File: config.mk
export PLATFORM = sky130hd
export DESIGN_NAME = wgc_root
export DESIGN_NICKNAME = d
export VERILOG_FILES = /design/src/design/wgc_pkg.sv /design/src/design/wgc_root.sv
export SDC_FILE = /design/constraint.sdc
export NUM_CORES = 1
export LEC_CHECK = 0
export ABC_AREA = 1
export BUFFER_PORTS_ARGS = -buffer_cell sky130_fd_sc_hd__buf_4
export CORE_MARGIN = 2
export CORE_UTILIZATION = 55
export DETAILED_ROUTE_END_ITERATION = 8
export GPL_TIMING_DRIVEN = 0
export PLACE_DENSITY = 0.83
export SLEW_MARGIN = 10
export SYNTH_ARGS = -nofsm -noshare
export SYNTH_HDL_FRONTEND = slang
export SYNTH_SLANG_ARGS = --single-unit
File: constraint.sdc
create_clock -name clk_i -period 7.1 [get_ports clk_i]
set_clock_uncertainty 0.15 [all_clocks]
set_input_delay 0.355 -clock clk_i [delete_from_list [all_inputs] [get_ports clk_i]]
set_output_delay 0.355 -clock clk_i [all_outputs]
set_load 0.03 [all_outputs]
File: src/design/wgc_pkg.sv
package wgc_pkg;

  localparam int MaxSamples   = 256;
  localparam int MaxVariants  = 1024;
  localparam int MaxLookback  = 63;
  localparam int RFracBits    = 14;
  localparam int PaddrW       = 4;
  localparam int VarW         = 10;
  localparam int SmpW         = 8;
  localparam int KeptW        = 6;

  localparam logic [1:0] GenoMissing = 2'd3;

  typedef enum logic [1:0] {
    ModeGeno     = 2'd0,
    ModePosition = 2'd1,
    ModeThresh   = 2'd2,
    ModeCompute  = 2'd3
  } mode_e;

  typedef enum logic [1:0] {
    CfgSampleCount  = 2'd0,
    CfgVariantCount = 2'd1,
    CfgWindowSize   = 2'd2,
    CfgIncludeSelf  = 2'd3
  } cfg_idx_e;

  typedef struct packed {
    logic [1:0]      mode;
    logic [VarW-1:0] variant_index;
    logic [SmpW-1:0] sample_index;
    logic [1:0]      genotype;
    logic [31:0]     position;
    logic [14:0]     threshold;
  } in_item_t;

  typedef struct packed {
    logic [VarW-1:0]    neighbor_index;
    logic signed [15:0] correlation;
    logic               undefined;
    logic [8:0]         pair_count;
    logic               entry_valid;
    logic               truncated;
    logic               last;
  } out_item_t;

  typedef struct packed {
    logic [VarW-1:0]    index;
    logic signed [15:0] correlation;
    logic               undefined;
    logic [8:0]         pair_count;
  } kept_t;

  typedef struct packed {
    logic        start;
    logic [36:0] a2;
    logic [36:0] d;
  } ds_req_t;

  typedef struct packed {
    logic        done;
    logic [14:0] mag;
  } ds_rsp_t;

endpackage

File: src/design/wgc_root.sv
// Rounded magnitude of a / sqrt(d): a restoring divide of a^2 * 2^30 by d, then a
// restoring square root, one quotient bit or one root bit per cycle.
module wgc_root import wgc_pkg::*; (
  input  logic    clk_i,
  input  logic    rst_ni,
  input  ds_req_t req_i,
  output ds_rsp_t rsp_o
);

  typedef enum logic [3:0] {
    DS_IDLE = 4'b0001,
    DS_DIV  = 4'b0010,
    DS_SQRT = 4'b0100,
    DS_DONE = 4'b1000
  } ds_state_e;

  ds_state_e   state_q, state_d;
  logic [4:0]  cnt_q;
  logic [36:0] r_q, d_q;
  logic        b0_q;
  logic [30:0] quo_q;
  logic [31:0] t_q;
  logic [17:0] rem_q;
  logic [15:0] root_q;

  logic [37:0] div_s;
  logic        div_ge;
  logic [19:0] sq_s, sq_trial;
  logic        sq_ge;

  assign div_s    = {r_q, (cnt_q == 5'd0) ? b0_q : 1'b0};
  assign div_ge   = div_s >= {1'b0, d_q};
  assign sq_s     = {rem_q, t_q[31:30]};
  assign sq_trial = {2'b00, root_q, 2'b01};
  assign sq_ge    = sq_s >= sq_trial;

  always_comb begin
    state_d = state_q;
    unique case (state_q)
      DS_IDLE: if (req_i.start) state_d = DS_DIV;
      DS_DIV:  if (cnt_q == 5'd30) state_d = DS_SQRT;
      DS_SQRT: if (cnt_q == 5'd15) state_d = DS_DONE;
      DS_DONE: state_d = DS_IDLE;
      default: state_d = DS_IDLE;
    endcase
  end

  always_ff @(posedge clk_i or negedge rst_ni) begin
    if (!rst_ni) begin
      state_q <= DS_IDLE;
    end else begin
      state_q <= state_d;
    end
  end

  always_ff @(posedge clk_i) begin
    unique case (state_q)
      DS_IDLE: begin
        if (req_i.start) begin
          r_q   <= {1'b0, req_i.a2[36:1]};
          b0_q  <= req_i.a2[0];
          d_q   <= req_i.d;
          quo_q <= '0;
          cnt_q <= '0;
        end
      end
      DS_DIV: begin
        r_q   <= div_ge ? 37'(div_s - {1'b0, d_q}) : div_s[36:0];
        quo_q <= {quo_q[29:0], div_ge};
        cnt_q <= cnt_q + 5'd1;
        if (cnt_q == 5'd30) begin
          t_q    <= {1'b0, quo_q[29:0], div_ge};
          rem_q  <= '0;
          root_q <= '0;
          cnt_q  <= '0;
        end
      end
      DS_SQRT: begin
        rem_q  <= 18'(sq_ge ? sq_s - sq_trial : sq_s);
        root_q <= {root_q[14:0], sq_ge};
        t_q    <= {t_q[29:0], 2'b00};
        cnt_q  <= cnt_q + 5'd1;
      end
      default: ;
    endcase
  end

  assign rsp_o.done = (state_q == DS_DONE);
  assign rsp_o.mag  = 15'((17'(root_q) + 17'd1) >> 1);

endmodule

* Yosys cells after proc, flatten, opt, wreduce, memory -nomap -nowiden
Index checks and enable logic that the tools add are counted.
** Word-level totals
- Register bits :: 180
** Operators by class
- Add/sub/neg operators :: 4
- Magnitude comparators :: 2
- Eq/ne operators :: 9
- Mux-type cells :: 20
- Reduce and logical (&&, ||, !) cells :: 9
** Operators with widths (number)
- two-way mux 37 bit :: 2
- case mux 37 bit (2 select lines) :: 1
- case mux 32 bit (2 select lines) :: 1
- case mux 30 bit (2 select lines) :: 1
- greater-or-equal comparator 38 x 37 -> 1 bit :: 1
- subtractor 37 bit :: 1
- two-way mux 18 bit :: 2
- case mux 18 bit (2 select lines) :: 1
- two-way mux 32 bit :: 1
- case mux 16 bit (2 select lines) :: 1
- two-way mux 30 bit :: 1
- greater-or-equal comparator 20 x 18 -> 1 bit :: 1
- subtractor 18 bit :: 1
- adder 16 x 1 -> 16 bit, second input constant :: 1
- two-way mux 16 bit :: 1
- case mux 5 bit (3 select lines) :: 1
- two-way mux 4 bit :: 3
- case mux 4 bit (3 select lines) :: 1
- two-way mux 5 bit :: 2
- AND reduction 2 bit :: 4
- != test 2 bit, second input constant :: 3
- adder 5 x 1 -> 5 bit, second input constant :: 1
- equality test 5 x 4 -> 1 bit, second input constant :: 1
- equality test 5 bit, second input constant :: 1
- 9 further kinds :: 10

* Logic depth before layout (Yosys ltp)
- Word-level depth :: 5
- Gate-level depth with buffers :: 19
- Mapped depth without buffers :: 19

* Worst setup path after synthesis
OpenSTA, ideal clock, no wires.
- Path type :: register to register
- From :: reg state_q[3]
- To :: reg rem_q[0] (enable)
- Setup time :: 0.581 ns
- Arrival time :: 5.832 ns
- Path slack :: 0.537 ns
- Stages on the path, launching flop included :: 7
- Buffers on the path :: 1
- Period minus slack after synthesis :: 6.563 ns
- Cell sequence :: dfrtp_1 -> nor2_1 -> inv_1 -> nor3_2 -> inv_2 -> clkbuf_1 -> o21ai_0
** On the way
- Longest elaborated chain between the ends :: 3
- Elaborated cells between the ends (all ways) :: 5
- Those cells by class :: eq/ne: 3; reduce/logical: 2
** RTL lines
- start, declared :: line wgc_root.sv:17 : ds_state_e state_q, state_d;
- start signal, assigned :: line wgc_root.sv:52 : state_q <= state_d;
- equality test 4 x 2 -> 1 bit / equality test 4 x 3 -> 1 bit (equally long branches) :: line wgc_root.sv:57 : unique case (state_q)
- != test 2 bit (no source line) / nonzero test 2 bit (equally long branches)
- AND reduction 2 bit (no source line) *
- end signal, assigned :: line wgc_root.sv:79 : rem_q <= 18'(sq_ge ? sq_s - sq_trial : sq_s);
- end, declared :: line wgc_root.sv:23 : logic [17:0] rem_q;
Mark *: on every way between the ends. The rest lies on a longest branch, timed or not.
A chain may end at the register's enable or synchronous reset.

==> impl_metrics.py <==
metrics = {
    "status": {
        "status": "finished clean",
    },
    "floorplan": {
        "ios": 93,
        "initial_utilization": 0.561,
        "die_h_um": 151,
        "core_area_mm2": 0.0211,
        "rows": 53,
        "die-area_mm2": 0.0227,
        "die_x_um": 151,
    },
    "layout": {
        "layout-drive-gt1-share": 0.0972,
        "num-nets-final": 1812,
        "syn_to_final_growth_pct": 18.3,
        "final_area_mm2": 0.0140,
        "antenna_cells": 0,
        "stdcell_count": 1962,
        "fill_cells": 1800,
    },
    "placed_design": {
        "io_buffers": 92,
        "place_inst": 1891,
        "dp_slack_ns": 3.88,
        "gp_congestion": 0.917,
        "dpl-instance-area_mm2": 0.0130,
        "dp_hpwl_um": 22100,
    },
    "global_routing": {
        "first_global_vias": 9889,
        "grt_overflow": 0,
        "grt.total_usage": 0.272,
        "grt_pass1_wl_um": 48200,
        "grt_max_degree": 50,
        "antenna_found_initial": 0,
    },
    "synthesis": {
        "ys_types": 38,
        "synth-seq-cells": 180,
        "syn_area_mm2": 0.0118,
        "synth_ff_type": "edfxtp_1",
        "synth_edf_count": 176,
        "synthArstFlopShare": 0.0222,
        "synth_nets": 1658,
        "ys_warn_count": 0,
        "syn_inst": 1520,
        "yosysSeqAreaShare": 0.456,
        "synth_area_per_cell_um2": 7.78,
    },
    "drt": {
        "vias_per_cell": 5.22,
        "routedWlPerCell_um": 15.2,
        "antenna_left": 0,
        "routed_wl_um": 29900,
        "drc": 0,
        "vias": 10236,
        "first_pass_iters": 8,
        "drt-initial-drc-count": 918,
    },
    "pwr": {
        "ir_drop_mv": 0.157,
        "p_comb_frac": 0.167,
        "p_per_area_mw_per_mm2": 189,
        "p_clk_frac": 0.374,
        "p_switching_mw": 0.790,
        "fin_total_pwr_mw": 2.65,
        "p_sw_frac": 0.298,
        "sequentialPowerShare": 0.459,
        "intPower_mw": 1.86,
        "p_leak_nw": 6.60,
    },
    "clocking": {
        "cts.sinks": 180,
        "hold_buffers": 39,
        "insertion_delay_ns": 0.45,
        "cts_buffers": 17,
        "root_buffer": "clkbuf_16",
        "post-cts-setup-buffers": 0,
        "cts.clk_slew.worst_paths_ns": 0.08,
        "cts.path.max_buffers": 2,
        "h-tree-depth": 4,
        "cts_tree": "done",
        "cts-resized-gates": 0,
    },
    "critical_path": {
        "r2r_slack_ns": 3.88,
        "worst_ep_required_time_ns": 7.07,
        "critPathLaunchType": "flop",
        "worst_ep_arrival_time_ns": 3.19,
        "crit_fanout": 49,
        "crit_chain": "inv_1 > ha_1 > nand4_1 > nand2_1 > o221ai_1 > nor2_4 > buf_12 > inv_2 > nand2_4 > buf_16",
        "critPathMaxStageDelay_ns": 0.45,
        "endpoint_kind": "flop",
        "slowest_stage": "edfxtp_1",
        "reg2regPathDepth": 10,
        "path_class": "reg2reg",
    },
    "sta": {
        "finalMaxSlewViolations": 0,
        "slew_headroom": 0.509,
        "rsz0062_at_grt": "no",
        "finalWorstSetupSlack_ns": 3.88,
        "min_period_over_period": 0.454,
        "finalSetupViolCount": 0,
        "hold_viol": 0,
        "worstMarginPinSlew_ns": 0.736,
        "fmax_ghz": 0.310,
        "period_needed_ns": 3.22,
    },
    "run": {
        "maxCapViolations": 0,
    },
    "min_path": {
        "worstHoldPathCells": 3,
        "holdCritPathClass": "in2reg",
    },
}
-- worst max-delay path, delay by kind of cell, from the launching register on --
kind                       cells  cell delay [ns]
buffers and inverters          4             0.77
and+or+nand+nor                4             1.11
DFF                            1             0.45
AOI/OAI and AO/OA              1             0.20
adders and majority gates      1             0.16
-- state kept, by name, summed over array words and instances, names as in the netlist --
| register | count |
|---|---|
| b0_q | 1 |
| cnt_q | 5 |
| d_q | 37 |
| quo_q | 30 |
| r_q | 37 |
| rem_q | 18 |
| root_q | 16 |
| state_q | 4 |
| t_q | 32 |
-- metrics by stage --
stage / utilization / hold slack (ns) / setup TNS, ns
finish: 0.663 / 0.0253 / 0
global route: 0.663 / 0.0311 / 0
CTS: 0.663 / 0.0214 / 0
detailed placement: 0.615 / 0.00209 / 0
global placement: 0.610 / 0.00112 / -120.81
floorplan: - / -0.0906 / 0
-- cells in the final DEF, fill, tap and decap left out, types with 4 or more instances in the layout --
cell and instances:
xor2_1 24, nand3b_1 34, a21o_1 4, nand4_1 13, nand3_1 87, buf_4 92
inv_1 255, edfxtp_1 176, buf_2 8, nor3_1 9, dlygate4sd3_1 39, clkinv_8 6
xnor2_1 23, buf_6 7, nand2_1 507, inv_2 5, a21oi_1 64, clkbuf_1 20
nor3_2 4, clkbuf_16 17, o21ai_0 55, nor2_1 133, ha_1 60
-- per-layer routing --
metal	wire length [um]	track usage	vias to the layer above
met5	0	0	-
met4	381	0.0607	0
met3	1850	0.0394	25
met2	13900	0.450	290
met1	13800	0.382	4757
li1	-	-	5164
-- power groups by stage --
| stage | clock (mW) | sequential, mW | combinational [mW] |
|---|---|---|---|
| 4_1_cts | 0.997 | 1.22 | 0.436 |
| 3_3_place_gp | 0 | 1.24 | 0.402 |
| 5_1_grt | 1.04 | 1.22 | 0.495 |
| 2_1_floorplan | 0 | 1.24 | 0.287 |
| 6_report | 0.991 | 1.22 | 0.442 |
| 3_5_place_dp | 0 | 1.24 | 0.416 |
-- layout make-up --
cell class | instances | area (um^2) | area share
inverter | 260 | 976 | 0.0698
tap | 275 | 344 | 0.0246
sequential | 180 | 5390 | 0.385
clock inverter | 15 | 198 | 0.0141
clock buffer | 17 | 425 | 0.0304
buffer | 36 | 198 | 0.0141
timing repair buffer | 135 | 1170 | 0.0836
multi-input combinational | 1044 | 5290 | 0.378
-- final timing paths --
kind | from | endpoint
setup / recovery | cnt_q[0]$_DFFE_PP_ | r_q[19]$_DFFE_PP_
hold / removal | req_i[63] | r_q[25]$_DFFE_PP_
setup reg to reg | cnt_q[0]$_DFFE_PP_ | r_q[19]$_DFFE_PP_
hold reg to reg | t_q[8]$_DFFE_PP_ | t_q[10]$_DFFE_PP_
max in group asynchronous | rst_ni | state_q[0]$_DFFE_PN1P_
min in group asynchronous | rst_ni | state_q[2]$_DFFE_PN0P_
-- Yosys cell counts, types with 2 or more instances --
cell type,number,share of area
nor2_1,134,0.043
nand3_1,87,0.037
nor2_2,3,0.0016
and2_1,2,0.0011
a21o_1,4,0.0025
inv_2,5,0.0016
edfxtp_1,176,0.45
inv_1,255,0.081
buf_6,7,0.0067
o21a_1,2,0.0013
xor2_1,24,0.018
buf_2,8,0.0034
dfrtp_1,3,0.0064
nor3_2,4,0.0034
nor3_1,9,0.0038
o21ai_0,56,0.024
a21oi_1,64,0.027
nor4_1,2,0.0011
xnor2_1,23,0.017
o21bai_1,3,0.0019
nand2_1,508,0.16
clkbuf_1,20,0.0064
nand3b_1,34,0.022
ha_1,60,0.064
nand4_1,13,0.0069
a21boi_0,2,0.0013
-- cell families after synthesis --
group           synth area share
fa+ha+maj                 0.0652
buf+inv                   0.0993
simple gates               0.285
compound gates            0.0597
flops                      0.456
xor+xnor                  0.0348
Note: power is estimated with default switching activity, not from simulation.
